$ cat config.mk
export PLATFORM = sky130hd
export DESIGN_NAME = eeu_csr
export DESIGN_NICKNAME = d
export VERILOG_FILES = /design/src/hdl/eeu_pkg.sv /design/src/hdl/eeu_csr.sv
export SDC_FILE = /design/constraint.sdc
export NUM_CORES = 1
export LEC_CHECK = 0
export BUFFER_PORTS_ARGS = -buffer_cell sky130_fd_sc_hd__buf_4
export CORE_UTILIZATION = 28
export DETAILED_ROUTE_END_ITERATION = 10
export SLEW_MARGIN = 20
export SYNTH_ARGS = -nofsm -noshare
export SYNTH_HDL_FRONTEND = slang
export SYNTH_SLANG_ARGS = --single-unit
$ cat constraint.sdc
create_clock -name clock -period 0.85 [get_ports clock]
set_input_delay 0 -clock clock [delete_from_list [all_inputs] [get_ports clock]]
set_output_delay 0 -clock clock [all_outputs]
set_load 0.03 [all_outputs]
$ cat src/hdl/eeu_pkg.sv
// shared types and constants for the exception entry unit
package eeu_pkg;

   localparam int unsigned DataWidth  = 32;
   localparam int unsigned CodeWidth  = 5;
   localparam int unsigned PageWidth  = 18;
   localparam int unsigned VpnWidth   = 19;
   localparam int unsigned IntWidth   = 8;
   localparam int unsigned KindWidth  = 2;
   localparam int unsigned AddrWidth  = 5;
   localparam int unsigned PageShift  = 12;
   localparam int unsigned VpnShift   = 13;

   localparam logic [DataWidth-1:0] BootBase     = 32'hbfc0_0200;
   localparam logic [DataWidth-1:0] Kseg0Bit     = 32'h8000_0000;
   localparam logic [DataWidth-1:0] OffsGeneral  = 32'h0000_0180;
   localparam logic [DataWidth-1:0] OffsVectored = 32'h0000_0200;
   localparam logic [DataWidth-1:0] OffsRefill   = 32'h0000_0000;
   localparam logic [DataWidth-1:0] SlotAdjust   = 32'h0000_0004;

   // exception codes
   localparam logic [CodeWidth-1:0] CodeInt  = 5'd0;
   localparam logic [CodeWidth-1:0] CodeMod  = 5'd1;
   localparam logic [CodeWidth-1:0] CodeTlbl = 5'd2;
   localparam logic [CodeWidth-1:0] CodeTlbs = 5'd3;
   localparam logic [CodeWidth-1:0] CodeAdel = 5'd4;
   localparam logic [CodeWidth-1:0] CodeAdes = 5'd5;

   // request kinds
   typedef enum logic [KindWidth-1:0] {
      REQ_RAISE  = 2'd0,
      REQ_QUERY  = 2'd1,
      REQ_RETURN = 2'd2
   } req_kind_type;

   // register indexes on the csr port
   typedef enum logic [2:0] {
      CSR_BOOT_VECTORS       = 3'd0,
      CSR_EXCEPTION_PAGE     = 3'd1,
      CSR_VECTORED_INTERRUPT = 3'd2,
      CSR_INTERRUPT_MASK     = 3'd3,
      CSR_INTERRUPT_ENABLE   = 3'd4
   } csr_index_type;

   typedef struct packed {
      logic                 boot_vectors;
      logic [PageWidth-1:0] exception_page;
      logic                 vectored_interrupt;
      logic [IntWidth-1:0]  interrupt_mask;
      logic                 interrupt_enable;
   } cfg_type;

   typedef struct packed {
      logic [KindWidth-1:0] req_type;
      logic [CodeWidth-1:0] exc_code;
      logic [DataWidth-1:0] bad_vaddr;
      logic                 tlb_refill;
      logic [DataWidth-1:0] fault_pc;
      logic                 in_delay_slot;
      logic [IntWidth-1:0]  int_pending;
   } item_type;

   typedef struct packed {
      logic [DataWidth-1:0] next_pc;
      logic [DataWidth-1:0] saved_epc;
      logic                 branch_delay_flag;
      logic [CodeWidth-1:0] cause_code;
      logic [DataWidth-1:0] bad_address_reg;
      logic [VpnWidth-1:0]  page_pair_number;
      logic                 exception_level;
      logic                 take_interrupt;
   } result_type;

endpackage

$ cat src/hdl/eeu_csr.sv
// apb configuration registers
module eeu_csr import eeu_pkg::*; (
   input  logic                 clock,
   input  logic                 reset,
   input  logic                 psel,
   input  logic                 penable,
   input  logic                 pwrite,
   input  logic [AddrWidth-1:0] paddr,
   input  logic [DataWidth-1:0] pwdata,
   output logic [DataWidth-1:0] prdata,
   output logic                 pready,
   output cfg_type              cfg
);

   cfg_type       cfg_ff, cfg_in;
   csr_index_type index;
   logic          write_en;

   assign pready   = 1'b1;
   assign index    = csr_index_type'(paddr[AddrWidth-1:2]);
   assign write_en = psel && penable && pwrite;
   assign cfg      = cfg_ff;

   always_comb begin
      cfg_in = cfg_ff;
      if (write_en) begin
         unique case (index)
            CSR_BOOT_VECTORS:       cfg_in.boot_vectors       = pwdata[0];
            CSR_EXCEPTION_PAGE:     cfg_in.exception_page     = pwdata[PageWidth-1:0];
            CSR_VECTORED_INTERRUPT: cfg_in.vectored_interrupt = pwdata[0];
            CSR_INTERRUPT_MASK:     cfg_in.interrupt_mask     = pwdata[IntWidth-1:0];
            CSR_INTERRUPT_ENABLE:   cfg_in.interrupt_enable   = pwdata[0];
            default:                cfg_in = cfg_ff;
         endcase
      end
   end

   always_comb begin
      prdata = '0;
      unique case (index)
         CSR_BOOT_VECTORS:       prdata[0] = cfg_ff.boot_vectors;
         CSR_EXCEPTION_PAGE:     prdata[PageWidth-1:0] = cfg_ff.exception_page;
         CSR_VECTORED_INTERRUPT: prdata[0] = cfg_ff.vectored_interrupt;
         CSR_INTERRUPT_MASK:     prdata[IntWidth-1:0] = cfg_ff.interrupt_mask;
         CSR_INTERRUPT_ENABLE:   prdata[0] = cfg_ff.interrupt_enable;
         default:                prdata = '0;
      endcase
   end

   always_ff @(posedge clock) begin
      if (reset) begin
         cfg_ff.boot_vectors       <= 1'b1;
         cfg_ff.exception_page     <= '0;
         cfg_ff.vectored_interrupt <= 1'b0;
         cfg_ff.interrupt_mask     <= '0;
         cfg_ff.interrupt_enable   <= 1'b0;
      end else begin
         cfg_ff <= cfg_in;
      end
   end

endmodule

==> impl_metrics.csv <==
group,metric,value,unit
route,routed_wirelength,5.05,mm
floorplanning,floorplan.die.width,78.0,um
sta,final.period_utilization,1.48,
sta,hold_ws,-0.00284,ns
cts,ctsLongestPathBuffers,2,
grt,via_count_of_the_first_global_routing_pass,1721,
placed_design,pre_cts_slack,-0.203,ns
route,detail-route-antenna-nets,0,
floorplanning,std_cell_rows,27,
setup_path,r2r_cell_count,4,
floorplanning,io_pins,104,
cts,cts_tree,"built",
yosys,synth-edff-count,0,
yosys,avgSynthCellArea,8.59,sq um
status,violations,"hold timing, setup timing",
min_path,whs_path_depth,3,
setup_path,worstPathRequired,0.85,ns
setup_path,worst-setup-path-type,"register to output port",
yosys,synth_top_area_cell,"sky130_fd_sc_hd__dfxtp_1",
cells_and_area,area_growth_syn_to_layout,93.0,%
grt,grt_util_all_layers,0.173,
sta,fin_setup_tns,-1.58,ns
floorplanning,floorplan.core_area,5540,sq um
yosys,synthTopCellsByCount,"sky130_fd_sc_hd__dfxtp_1, sky130_fd_sc_hd__o21ai_0, sky130_fd_sc_hd__nand2b_1, sky130_fd_sc_hd__mux2i_1, sky130_fd_sc_hd__buf_4",
yosys,syn-instance-count,188,
cts,root_buffer,"sky130_fd_sc_hd__clkbuf_8",
cts,cts.clk_slew.worst_paths,0.07,ns
placed_design,place_area,2360,sq um
grt,grt_pass1_wl,8.18,mm
yosys,yosys-top-cells-area,"sky130_fd_sc_hd__dfxtp_1, sky130_fd_sc_hd__mux2i_1, sky130_fd_sc_hd__nand2b_1",
sta,final.setup.worst_slack,-0.406,ns
flow_run,max_cap_violations,0,
cts,cts.sinks,29,
floorplanning,fp.dieArea,6080,sq um
sta,hold_violations,1,
grt,grt.overflow.total,0,
route,viasPerCell,4.62,
cells_and_area,post-route-util,0.563,
cells_and_area,antenna_cells_inserted,0,
placed_design,finalWeightedCongestion,0.754,
cells_and_area,post_layout_nonfiller_instances,379,
power_and_ir_drop,cellPowerDensity,1130,nW/um^2
setup_path,start_kind,"register",
yosys,synth_cell_type_count,27,
yosys,synth.yosys.seq_area_share,0.359,
setup_path,critical_path.cell_chain,"mux2_4 > a21oi_4 > o22ai_4 > buf_6",
cells_and_area,layout.nets,348,
cts,h_tree_lvls,2,
status,status,"finished with violations",
yosys,leading_cell_type_by_number_of_instances_after_synthesis,"sky130_fd_sc_hd__dfxtp_1",
setup_path,crit_arrival,1.26,ns
setup_path,max_fo_critical_path,2,
placed_design,post-place-cells,337,
route,detail_route.iter0.violations,57,
yosys,synth_register_bits,29,
sta,post-route-min-period,1.26,ns
sta,setup_viol,31,
sta,worst_clock_skew,0,ns
setup_path,slowest_stage,"sky130_fd_sc_hd__dfxtp_4",
sta,final-max-slew-violation-count,0,
cts,tritoncts_buffer_count,5,
cts,worst_skew_pair_latency,0.28,ns
floorplanning,die_height,78.0,um
yosys,synth_area,1620,sq um
yosys,synth-main-ff-cell,"sky130_fd_sc_hd__dfxtp_1",
setup_path,setup.worst_path.end_class,"output port",
placed_design,io_buffers,72,
yosys,synth.yosys.warnings,0,
route,post_route_drc_violation_count,0,
cells_and_area,largest_register_ff_count,29,
power_and_ir_drop,p_leak,1.35,nW
route,detail_route.wl_per_cell,13.3,um
sta,rsz_0062_raised_after_global_routing,"yes",
route,drt-pass1-iter-count,4,
yosys,synth_largest_type_area_fraction,0.359,
route,vias,1750,
setup_path,cpPeakStageDelay,0.34,ns
min_path,min-delay-path-class,"input pin to register",
yosys,postSynth.asyncResetShare,0,
power_and_ir_drop,irDropWorstVdd,0.000812,V
floorplanning,starting_density_of_the_core,0.292,
sta,timing.fmax,796,MHz
grt,grt_antenna_before_repair,0,
grt,grt_start_max_net_pins,30,
cells_and_area,stdcell_area,3120,sq um
placed_design,detailed_place_hpwl,3.20,mm
cells_and_area,layout-drive-gt1-share,0.603,
## through the flow
stage | power [mW] | hold WS (ns)
floorplan | 1.73 | 0.0798
global placement | 1.87 | 0.275
detailed placement | 1.87 | 0.286
CTS | 3.56 | 0.00199
global route | 3.69 | 0.0118
finish | 3.54 | -0.00284
## layout make-up
class / count / area, sq um
inverters: 1 / 3.75
flip-flops and latches: 29 / 624
clock inverters: 2 / 35.0
multi-input cells: 143 / 1030
clock buffers: 6 / 93.8
well taps: 72 / 90.1
fillers: 504 / 2420
repair buffers: 126 / 1230
## path summary, 6_finish.rpt
kind / to / from / slack, ns
hold reg to reg: cfg[21] / cfg[21] / 0.49
setup reg to reg: cfg[12] / cfg[12] / 0.01
hold / removal: cfg[13] / pwdata[3] / -0.003
setup / recovery: prdata[0] / cfg[28] / -0.41
## timing repair
action                     4_1_cts  5_1_grt
pin swaps                       11        2
hold endpoints to repair        10        1
gates resized for setup         95       27
cloned                           1        0
setup endpoints to repair       23       51
hold buffers                     9        1
setup buffers                   21        8
## logic make-up (layout without fill, tap and decap cells)
logic type      count (synthesis)  in the layout  synth area share
compound gates                 39             39             0.122
simple gates                   69             70             0.277
buf+inv                        30            135             0.118
mux                            19             19             0.119
other cells                     2             15           0.00465
flops                          29             29             0.359
## placed cells by master, fill, tap and decap left out, types with 2 or more instances in the layout
cell,synthesis,final
sky130_fd_sc_hd__nand4b_1,10,10
sky130_fd_sc_hd__nor2_1,10,2
sky130_fd_sc_hd__clkbuf_8,0,5
sky130_fd_sc_hd__o21ai_1,0,15
sky130_fd_sc_hd__conb_1,2,15
sky130_fd_sc_hd__nor2b_4,0,4
sky130_fd_sc_hd__buf_6,2,67
sky130_fd_sc_hd__nor2_2,0,7
sky130_fd_sc_hd__nand2b_1,21,20
sky130_fd_sc_hd__nor2_4,0,2
sky130_fd_sc_hd__a21oi_1,11,10
sky130_fd_sc_hd__dlygate4sd3_1,0,10
sky130_fd_sc_hd__buf_4,15,48
sky130_fd_sc_hd__dfxtp_2,0,26
sky130_fd_sc_hd__mux2i_2,0,2
sky130_fd_sc_hd__and2_4,0,10
sky130_fd_sc_hd__dfxtp_4,0,3
sky130_fd_sc_hd__nand3_1,3,3
sky130_fd_sc_hd__nor2b_1,8,4
sky130_fd_sc_hd__and3_1,2,2
sky130_fd_sc_hd__mux2i_1,18,16
sky130_fd_sc_hd__o21ai_0,26,11
## worst max-delay path: cells and delay by family (launching register included)
family | cells | cell delay, ns
buffers and inverters | 1 | 0.14
muxes | 1 | 0.28
DFF | 1 | 0.34
AOI/OAI and AO/OA | 2 | 0.22
## power breakdown
group	internal, mW	switching [mW]
combinational	0.256	0.316
sequential	1.36	0.00792
clock	1.05	0.550
total	2.66	0.874
## routing by layer
metal / up-vias / part of all wire / routed length (um) / track usage
met5: - / 0 / 0 / 0
met4: 0 / 0.013 / 65 / 0.0556
met3: 7 / 0.070 / 356 / 0.0471
met2: 71 / 0.49 / 2490 / 0.304
met1: 817 / 0.42 / 2140 / 0.203
li1: 855 / - / - / -
(Power assumes the default switching activity.)
